==> src/sdt_pkg.sv <==
`timescale 1ns / 1ps
package sdt_pkg;

    localparam int TABLE_NUM = 12;
    localparam int NOTE_W    = 7;
    localparam int SHIFT_W   = 6;
    localparam int OUT_W     = 9;
    localparam int TYPE_W    = 4;
    localparam int OCT_W     = 6;

    // configuration register indexes
    localparam logic CFG_ROOT  = 1'b0;
    localparam logic CFG_SCALE = 1'b1;

    typedef logic [3:0] t_pc;
    typedef logic [2:0] t_deg;
    typedef logic [TYPE_W-1:0] t_sel;

    // interval rows, one nibble per degree, degree 0 in the low nibble
    localparam logic [31:0] SCALE_ROWS [TABLE_NUM] = '{
        32'h0B975420,   // major
        32'h0A875320,   // natural minor
        32'h0B875320,   // harmonic minor
        32'h0B975320,   // melodic minor
        32'h0A975320,   // dorian
        32'h0A875310,   // phrygian
        32'h0B976420,   // lydian
        32'h0A975420,   // mixolydian
        32'h0A865310,   // locrian
        32'h00097420,   // major pentatonic
        32'h000A7530,   // minor pentatonic
        32'h00A76530    // blues minor
    };

    localparam logic [2:0] SCALE_LEN [TABLE_NUM] = '{
        3'd7, 3'd7, 3'd7, 3'd7, 3'd7, 3'd7, 3'd7, 3'd7, 3'd7, 3'd5, 3'd5, 3'd6
    };

    // located item: octave and snapped degree, plus what later stages need
    typedef struct packed {
        logic signed [OCT_W-1:0]   octave;
        t_deg                      degree;
        logic signed [SHIFT_W-1:0] shift;
        t_pc                       root;
        t_sel                      sel;
    } t_loc;

    // wrapped item: final octave and table index
    typedef struct packed {
        logic signed [OCT_W-1:0] octave;
        t_deg                    idx;
        t_pc                     root;
        t_sel                    sel;
    } t_wrap;

    function automatic t_pc scale_iv(input t_sel sel, input t_deg idx);
        logic [31:0] row;
        row = SCALE_ROWS[sel];
        return row[{idx, 2'b00} +: 4];
    endfunction

    function automatic t_pc absdiff(input t_pc a, input t_pc b);
        return (a > b) ? a - b : b - a;
    endfunction

    // floor(x / 12) by reciprocal, exact over the whole 8-bit range of x
    function automatic logic [4:0] div12(input logic [7:0] x);
        logic [15:0] prod;
        prod = 16'(x) * 16'd171;
        return prod[15:11];
    endfunction

endpackage

==> src/sdt_cfg.sv <==
`timescale 1ns / 1ps
module sdt_cfg (
    input  logic                        i_clk,
    input  logic                        i_rst_n,
    input  logic                        i_cfg_we,
    input  logic                        i_cfg_idx,
    input  logic [sdt_pkg::NOTE_W-1:0]  i_cfg_data,
    output sdt_pkg::t_pc                o_root,
    output sdt_pkg::t_sel               o_sel
);

    sdt_pkg::t_pc  r_root;
    sdt_pkg::t_sel r_sel;
    logic [4:0]    quo;
    logic [7:0]    rem;

    // root kept as its pitch class
    always_comb begin
        quo = sdt_pkg::div12({1'b0, i_cfg_data});
        rem = {1'b0, i_cfg_data} - 8'({3'b0, quo}) * 8'd12;
    end

    always_ff @(posedge i_clk) begin
        if (!i_rst_n) begin
            r_root <= '0;
            r_sel  <= '0;
        end else if (i_cfg_we) begin
            case (i_cfg_idx)
                sdt_pkg::CFG_ROOT: begin
                    r_root <= rem[3:0];
                end
                sdt_pkg::CFG_SCALE: begin
                    // unknown scale codes fall back to major
                    r_sel <= (i_cfg_data[3:0] >= 4'(sdt_pkg::TABLE_NUM)) ? '0
                                                                       : i_cfg_data[3:0];
                end
                default: begin
                    r_root <= r_root;
                end
            endcase
        end
    end

    assign o_root = r_root;
    assign o_sel  = r_sel;

endmodule

==> src/sdt_locate.sv <==
`timescale 1ns / 1ps
module sdt_locate (
    input  logic                              i_clk,
    input  logic                              i_rst_n,
    input  logic                              i_valid,
    input  logic [sdt_pkg::NOTE_W-1:0]        i_note,
    input  logic signed [sdt_pkg::SHIFT_W-1:0] i_shift,
    input  sdt_pkg::t_pc                      i_root,
    input  sdt_pkg::t_sel                     i_sel,
    output logic                              o_valid,
    output sdt_pkg::t_loc                     o_loc
);

    typedef struct packed {
        logic signed [sdt_pkg::OCT_W-1:0]   octave;
        sdt_pkg::t_pc                       rel;
        logic signed [sdt_pkg::SHIFT_W-1:0] shift;
        sdt_pkg::t_pc                       root;
        sdt_pkg::t_sel                      sel;
    } t_split;

    logic          r_a_valid;
    t_split        r_a;
    t_split        n_a;
    logic          r_b_valid;
    sdt_pkg::t_loc r_b;
    sdt_pkg::t_loc n_b;

    logic [7:0]    pos;
    logic [4:0]    quo;
    logic [7:0]    rem;
    logic [2:0]    len;
    sdt_pkg::t_deg best_deg;
    sdt_pkg::t_pc  best_dist;
    sdt_pkg::t_pc  cur_gap;

    // stage a: floor split into octave and pitch class relative to root
    always_comb begin
        pos = {1'b0, i_note} + 8'd12 - {4'b0, i_root};
        quo = sdt_pkg::div12(pos);
        rem = pos - 8'({3'b0, quo}) * 8'd12;
        n_a.octave = $signed(6'({1'b0, quo}) - 6'd1);
        n_a.rel    = rem[3:0];
        n_a.shift  = i_shift;
        n_a.root   = i_root;
        n_a.sel    = i_sel;
    end

    always_ff @(posedge i_clk) begin
        if (!i_rst_n) begin
            r_a_valid <= 1'b0;
        end else begin
            r_a_valid <= i_valid;
        end
    end

    always_ff @(posedge i_clk) begin
        r_a <= n_a;
    end

    // stage b: nearest table degree, ties keep the lower index
    always_comb begin
        len       = sdt_pkg::SCALE_LEN[r_a.sel];
        best_deg  = '0;
        best_dist = sdt_pkg::absdiff(sdt_pkg::scale_iv(r_a.sel, 3'd0), r_a.rel);
        for (int i = 1; i < 7; i++) begin
            cur_gap = sdt_pkg::absdiff(sdt_pkg::scale_iv(r_a.sel, 3'(i)), r_a.rel);
            if (3'(i) < len && cur_gap < best_dist) begin
                best_deg  = 3'(i);
                best_dist = cur_gap;
            end
        end
        n_b.octave = r_a.octave;
        n_b.degree = best_deg;
        n_b.shift  = r_a.shift;
        n_b.root   = r_a.root;
        n_b.sel    = r_a.sel;
    end

    always_ff @(posedge i_clk) begin
        if (!i_rst_n) begin
            r_b_valid <= 1'b0;
        end else begin
            r_b_valid <= r_a_valid;
        end
    end

    always_ff @(posedge i_clk) begin
        r_b <= n_b;
    end

    assign o_valid = r_b_valid;
    assign o_loc   = r_b;

`ifndef SYNTHESIS
    a_rel_range: assert property (@(posedge i_clk) disable iff (!i_rst_n)
        r_a_valid |-> r_a.rel < 4'd12)
        else $error("pitch class out of range");

    a_degree_in_scale: assert property (@(posedge i_clk) disable iff (!i_rst_n)
        r_b_valid |-> r_b.degree < sdt_pkg::SCALE_LEN[r_b.sel])
        else $error("snapped degree beyond scale length");
`endif

endmodule

==> src/sdt_wrap.sv <==
`timescale 1ns / 1ps
module sdt_wrap (
    input  logic           i_clk,
    input  logic           i_rst_n,
    input  logic           i_valid,
    input  sdt_pkg::t_loc  i_loc,
    output logic           o_valid,
    output sdt_pkg::t_wrap o_wrap
);

    typedef struct packed {
        logic [6:0]                       total;
        logic [4:0]                       quo;
        logic [2:0]                       len;
        logic signed [sdt_pkg::OCT_W-1:0] octave;
        sdt_pkg::t_pc                     root;
        sdt_pkg::t_sel                    sel;
    } t_div;

    logic           r_c_valid;
    t_div           r_c;
    t_div           n_c;
    logic           r_d_valid;
    sdt_pkg::t_wrap r_d;
    sdt_pkg::t_wrap n_d;

    logic [2:0]  len;
    logic [7:0]  sum;
    logic [7:0]  recip;
    logic [14:0] prod;
    logic [6:0]  rem;

    // stage c: degree sum biased by 8 scale lengths so it stays positive
    always_comb begin
        len = sdt_pkg::SCALE_LEN[i_loc.sel];
        sum = {5'b0, i_loc.degree} + {{2{i_loc.shift[5]}}, i_loc.shift}
            + {2'b0, len, 3'b000};
        case (len)
            3'd5:    recip = 8'd205;
            3'd6:    recip = 8'd171;
            default: recip = 8'd147;
        endcase
        prod = 15'(sum[6:0]) * 15'(recip);
        n_c.total  = sum[6:0];
        n_c.quo    = prod[14:10];
        n_c.len    = len;
        n_c.octave = i_loc.octave;
        n_c.root   = i_loc.root;
        n_c.sel    = i_loc.sel;
    end

    always_ff @(posedge i_clk) begin
        if (!i_rst_n) begin
            r_c_valid <= 1'b0;
        end else begin
            r_c_valid <= i_valid;
        end
    end

    always_ff @(posedge i_clk) begin
        r_c <= n_c;
    end

    // stage d: remainder gives the table index, quotient minus bias moves the octave
    always_comb begin
        rem        = r_c.total - 7'(r_c.len) * 7'(r_c.quo);
        n_d.idx    = rem[2:0];
        n_d.octave = $signed(6'(r_c.octave) + 6'({1'b0, r_c.quo}) - 6'd8);
        n_d.root   = r_c.root;
        n_d.sel    = r_c.sel;
    end

    always_ff @(posedge i_clk) begin
        if (!i_rst_n) begin
            r_d_valid <= 1'b0;
        end else begin
            r_d_valid <= r_c_valid;
        end
    end

    always_ff @(posedge i_clk) begin
        r_d <= n_d;
    end

    assign o_valid = r_d_valid;
    assign o_wrap  = r_d;

`ifndef SYNTHESIS
    a_index_in_scale: assert property (@(posedge i_clk) disable iff (!i_rst_n)
        r_d_valid |-> r_d.idx < sdt_pkg::SCALE_LEN[r_d.sel])
        else $error("wrapped index beyond scale length");
`endif

endmodule

==> src/sdt_rebuild.sv <==
`timescale 1ns / 1ps
module sdt_rebuild (
    input  logic                              i_clk,
    input  logic                              i_rst_n,
    input  logic                              i_valid,
    input  sdt_pkg::t_wrap                    i_wrap,
    output logic                              o_valid,
    output logic signed [sdt_pkg::OUT_W-1:0]  o_note
);

    logic                             r_valid;
    logic signed [sdt_pkg::OUT_W-1:0] r_note;
    logic [9:0]                       oct_ext;
    logic [9:0]                       res;

    // root + 12 * octave + interval, two's complement
    always_comb begin
        oct_ext = {{4{i_wrap.octave[5]}}, i_wrap.octave};
        res = {6'b0, i_wrap.root} + oct_ext * 10'd12
            + {6'b0, sdt_pkg::scale_iv(i_wrap.sel, i_wrap.idx)};
    end

    always_ff @(posedge i_clk) begin
        if (!i_rst_n) begin
            r_valid <= 1'b0;
        end else begin
            r_valid <= i_valid;
        end
    end

    always_ff @(posedge i_clk) begin
        r_note <= $signed(res[8:0]);
    end

    assign o_valid = r_valid;
    assign o_note  = r_note;

endmodule

==> src/scale_degree_transposer_unit.sv <==
`timescale 1ns / 1ps
// an accepted item passes the registers of stages a, b, c, d and e before o_valid is raised
// throughput: one item per cycle, five register stages, busy is never raised
// the receiver cannot stall; results stream out one cycle each with o_valid
// reset (synchronous, active low) clears all stage valid bits and sets
// root 0 and scale type 0 (c major)
module scale_degree_transposer_unit (
    input  logic                               i_clk,
    input  logic                               i_rst_n,
    // command side
    input  logic                               start,
    output logic                               busy,
    input  logic [sdt_pkg::NOTE_W-1:0]         i_note_in,
    input  logic signed [sdt_pkg::SHIFT_W-1:0] i_degree_shift,
    // result side
    output logic                               o_valid,
    output logic signed [sdt_pkg::OUT_W-1:0]   o_note_out,
    // configuration write port
    input  logic                               i_cfg_we,
    input  logic                               i_cfg_idx,
    input  logic [sdt_pkg::NOTE_W-1:0]         i_cfg_data
);

    logic           accept;
    sdt_pkg::t_pc   root;
    sdt_pkg::t_sel  sel;
    logic           loc_valid;
    sdt_pkg::t_loc  loc;
    logic           wrap_valid;
    sdt_pkg::t_wrap wrap;

    // fully pipelined, so an item is taken on every start
    assign busy   = 1'b0;
    assign accept = start && !busy;

    // key registers: root pitch class and table select
    sdt_cfg u_cfg (
        .i_clk      (i_clk),
        .i_rst_n    (i_rst_n),
        .i_cfg_we   (i_cfg_we),
        .i_cfg_idx  (i_cfg_idx),
        .i_cfg_data (i_cfg_data),
        .o_root     (root),
        .o_sel      (sel)
    );

    // stages a and b: octave / pitch class split, then nearest degree
    sdt_locate u_locate (
        .i_clk   (i_clk),
        .i_rst_n (i_rst_n),
        .i_valid (accept),
        .i_note  (i_note_in),
        .i_shift (i_degree_shift),
        .i_root  (root),
        .i_sel   (sel),
        .o_valid (loc_valid),
        .o_loc   (loc)
    );

    // stages c and d: add degree shift, floor wrap over scale length
    sdt_wrap u_wrap (
        .i_clk   (i_clk),
        .i_rst_n (i_rst_n),
        .i_valid (loc_valid),
        .i_loc   (loc),
        .o_valid (wrap_valid),
        .o_wrap  (wrap)
    );

    // stage e: rebuild the note into the output register
    sdt_rebuild u_rebuild (
        .i_clk   (i_clk),
        .i_rst_n (i_rst_n),
        .i_valid (wrap_valid),
        .i_wrap  (wrap),
        .o_valid (o_valid),
        .o_note  (o_note_out)
    );

`ifndef SYNTHESIS
    a_fixed_latency: assert property (@(posedge i_clk) disable iff (!i_rst_n)
        accept |-> ##5 o_valid)
        else $error("accepted item did not come out after five cycles");

    a_no_spurious_result: assert property (@(posedge i_clk) disable iff (!i_rst_n)
        o_valid && $past(i_rst_n, 5) |-> $past(accept, 5))
        else $error("result without a matching item");
`endif

endmodule

==> config.mk <==
export PLATFORM = sky130hd
export DESIGN_NAME = scale_degree_transposer_unit
export DESIGN_NICKNAME = d
export VERILOG_FILES = /design/src/sdt_pkg.sv /design/src/sdt_cfg.sv /design/src/sdt_locate.sv /design/src/sdt_wrap.sv /design/src/sdt_rebuild.sv /design/src/scale_degree_transposer_unit.sv
export SDC_FILE = /design/constraint.sdc
export NUM_CORES = 1
export LEC_CHECK = 0
export BUFFER_PORTS_ARGS = -buffer_cell sky130_fd_sc_hd__clkbuf_2
export CAP_MARGIN = 5
export CORE_ASPECT_RATIO = 0.75
export CORE_MARGIN = 10
export CORE_UTILIZATION = 50
export DETAILED_ROUTE_END_ITERATION = 7
export GPL_TIMING_DRIVEN = 0
export PLACE_DENSITY = 0.79
export SLEW_MARGIN = 20
export SYNTH_ARGS = -nofsm -noshare
export SYNTH_HDL_FRONTEND = slang
export SYNTH_SLANG_ARGS = --single-unit
export TNS_END_PERCENT = 30
==> constraint.sdc <==
create_clock -name i_clk -period 13.02 [get_ports i_clk]
set_input_delay 0 -clock i_clk [delete_from_list [all_inputs] [get_ports i_clk]]
set_output_delay 0 -clock i_clk [all_outputs]
set_load 0.1 [all_outputs]
==> flow_summary.ini <==
[sta]
fin_crit_sh = 0.820
finalHoldViolations = 0
period_needed_ns = 10.68
max_slew_margin = 0.477
fin_skew_ns = 0.0144
rsz0062_at_grt = no
tns_ns = 0
worstMarginPinSlew_ns = 0.782
setup_viol = 0
fmax_ghz = 0.0936
drv_slew = 0

[setup_path]
reg2reg_depth = 40
crit_end = u_locate.o_loc[16]
max_stage_delay_ns = 0.82
end_kind = flop
reg2reg_to = u_locate.o_loc[16]
path_class = reg2reg
critPathLaunchType = flop
slowest_stage = dfxtp_1
ff2ff_setup_slack_ns = 2.34
crit_top_cell = ha_1
r2r_start = u_locate.r_a[15]
cp_max_fo = 14
cp-startpoint = u_locate.r_a[15]
crit_required_ns = 13.32
critical_path_arrival_ns = 10.98

[die]
dieHeight_um = 142
rows = 44
start_util = 0.511
die_w_um = 183
core_um2 = 19400
fp.dieArea_um2 = 26000
boundaryPins = 36

[logic_synthesis]
ys_seq_area_frac = 0.222
synth_edf_count = 0
async_flop_share = 0
netlist_instances = 1040
yosysWarnings = 0
synth_most_common_cell = ha_1
synth_top_cell_area_share = 0.269
yosys_most_used_dff = dfxtp_1
syn-cell-area_um2 = 9940
synth_top_cells_by_count = ha_1 (214), inv_1 (183), dfxtp_1 (110), fa_1 (68), a21oi_1 (56)
ys_types = 65
syn_nets = 1347
synth_seq_cells = 110
postSynthAreaPerCell_um2 = 9.55
synthDominantAreaCellType = ha_1
synthTopCellsByArea = ha_1 (27%), dfxtp_1 (22%), fa_1 (14%)

[clock_tree]
cts_tree = done
cts_setup_buffers = 0
cts.sinks = 110
hold_buffers = 13
clkTransAtPathRegs_ns = 0.08
cts_max_level = 3
clockBufferDepth = 2
insertion_delay_ns = 0.36
cts_root_buf = clkbuf_16
cts_made_buffers = 9
cts_resized = 0

[outcome]
status = complete, no violations

[drt]
wl_met2_um = 8240
drt_iter0_markers = 399
drtAntennaViolNets = 0
routed_wl_um = 18300
wl_met1_um = 8860
drc = 0
wire_per_inst_um = 13.5
firstDrtPassIters = 5
routed_via_density = 5.21
wl_met3_um = 994
vias = 7067
topRoutingLayerUsed = met4

[global_route]
antenna_found_initial = 0
grt_pass1_vias = 7043
overflow = 0
grt_pass1_wl_um = 31700
track_usage = 0.144
grt_max_degree = 23

[worst_hold_path]
hp-class = in2reg
worstHoldPathCells = 4

[placement]
dp_hpwl_um = 14900
placed_cells = 1327
io_buffers = 34
place_congestion = 0.868

[cells_and_area]
syn_to_final_growth_pct = 9.36
layout.cells.non_filler = 1356
layout-drive-gt1-share = 0.0653
fin_nets = 1405
fillCellCount = 1661
n_antenna_cell = 0

[job]
drv_cap = 0
layout by cell type (no fill, tap or decap), types with 8 or more instances in the layout:
cell type / n
a21o_1: 24
a21oi_1: 56
and2_1: 20
clkbuf_1: 10
clkbuf_16: 9
clkbuf_2: 34
dfxtp_1: 110
dlygate4sd3_1: 13
fa_1: 68
ha_1: 214
inv_1: 183
mux2i_1: 17
nand2_1: 55
nand2b_1: 11
nand3_1: 15
nor2_1: 38
nor2b_1: 25
nor3_1: 8
o21a_1: 10
o21ai_0: 25
xnor2_1: 38
xor2_1: 19
sequential cells by signal (all words and copies together), names as in the netlist:
signal and cells:
u_cfg.o_root 4, u_cfg.o_sel 4, u_locate.n_b 20, u_locate.o_loc 23, u_locate.o_valid 1, u_locate.r_a 4, u_locate.r_a_valid 1, u_rebuild.o_note 9
u_rebuild.o_valid 1, u_wrap.n_d 8, u_wrap.o_valid 1, u_wrap.o_wrap 17, u_wrap.r_c 16, u_wrap.r_c_valid 1
logic make-up (layout without fill, tap and decap cells):
family          Yosys count  after routing  synth area share
compound gates          178            178             0.123
xor+xnor                 57             57            0.0502
fa+ha+maj               283            283             0.407
buf+inv                 195            258            0.0744
flops                   110            110             0.222
mux                      25             25            0.0266
other cells               1              1          0.000377
simple gates            191            191            0.0959
routing by layer:
layer,GRT usage,vias up
met5,0,-
met3,0.0264,20
met1,0.194,3301
met2,0.236,174
li1,-,3572
met4,0.0335,0
final cells by class:
cell class	instances	area, µm²	share of cell area
Multi-Input combinational cell	735	7000	0.644
Sequential cell	110	2200	0.203
Inverter	183	687	0.0632
Tap cell	253	317	0.0291
Timing Repair Buffer	47	300	0.0276
Clock buffer	9	225	0.0207
Clock inverter	7	87.6	0.00806
Buffer	12	52.6	0.00484
critical path, delay by kind of cell, from the launching register on:
kind / cells / cell delay (ns)
and+or+nand+nor: 12 / 1.91
DFF: 1 / 0.82
AOI/OAI and AO/OA: 15 / 4.08
muxes: 4 / 1.16
adders and majority gates: 7 / 2.02
buffers and inverters: 2 / 0.62
worst min path at each step:
stage | startpoint | endpoint | slack, ns
after global placement | i_degree_shift[4] | u_locate.n_b[12] | 0.10
final | i_note_in[0] | u_locate.r_a[14] | 0.08
after global routing | i_note_in[0] | u_locate.r_a[14] | 0.09
after detailed placement | i_degree_shift[3] | u_locate.n_b[11] | 0.10
after CTS | i_note_in[0] | u_locate.r_a[14] | 0.06
after floorplan | i_degree_shift[2] | u_locate.n_b[10] | 0.03
through the flow:
stage	hold slack, ns	setup WS [ns]	cell area, µm²	utilization
finish	0.0797	2.34	10900	0.559
global route	0.0869	1.48	10900	0.559
CTS	0.0622	2.47	10900	0.559
detailed placement	0.104	2.61	10400	0.536
global placement	0.103	2.74	10400	0.536
floorplan	0.0277	3.93	9940	-
Power is left out: the tool's default activity adds up to more than one toggle a clock period on the data nets, which glitch-free logic cannot reach.
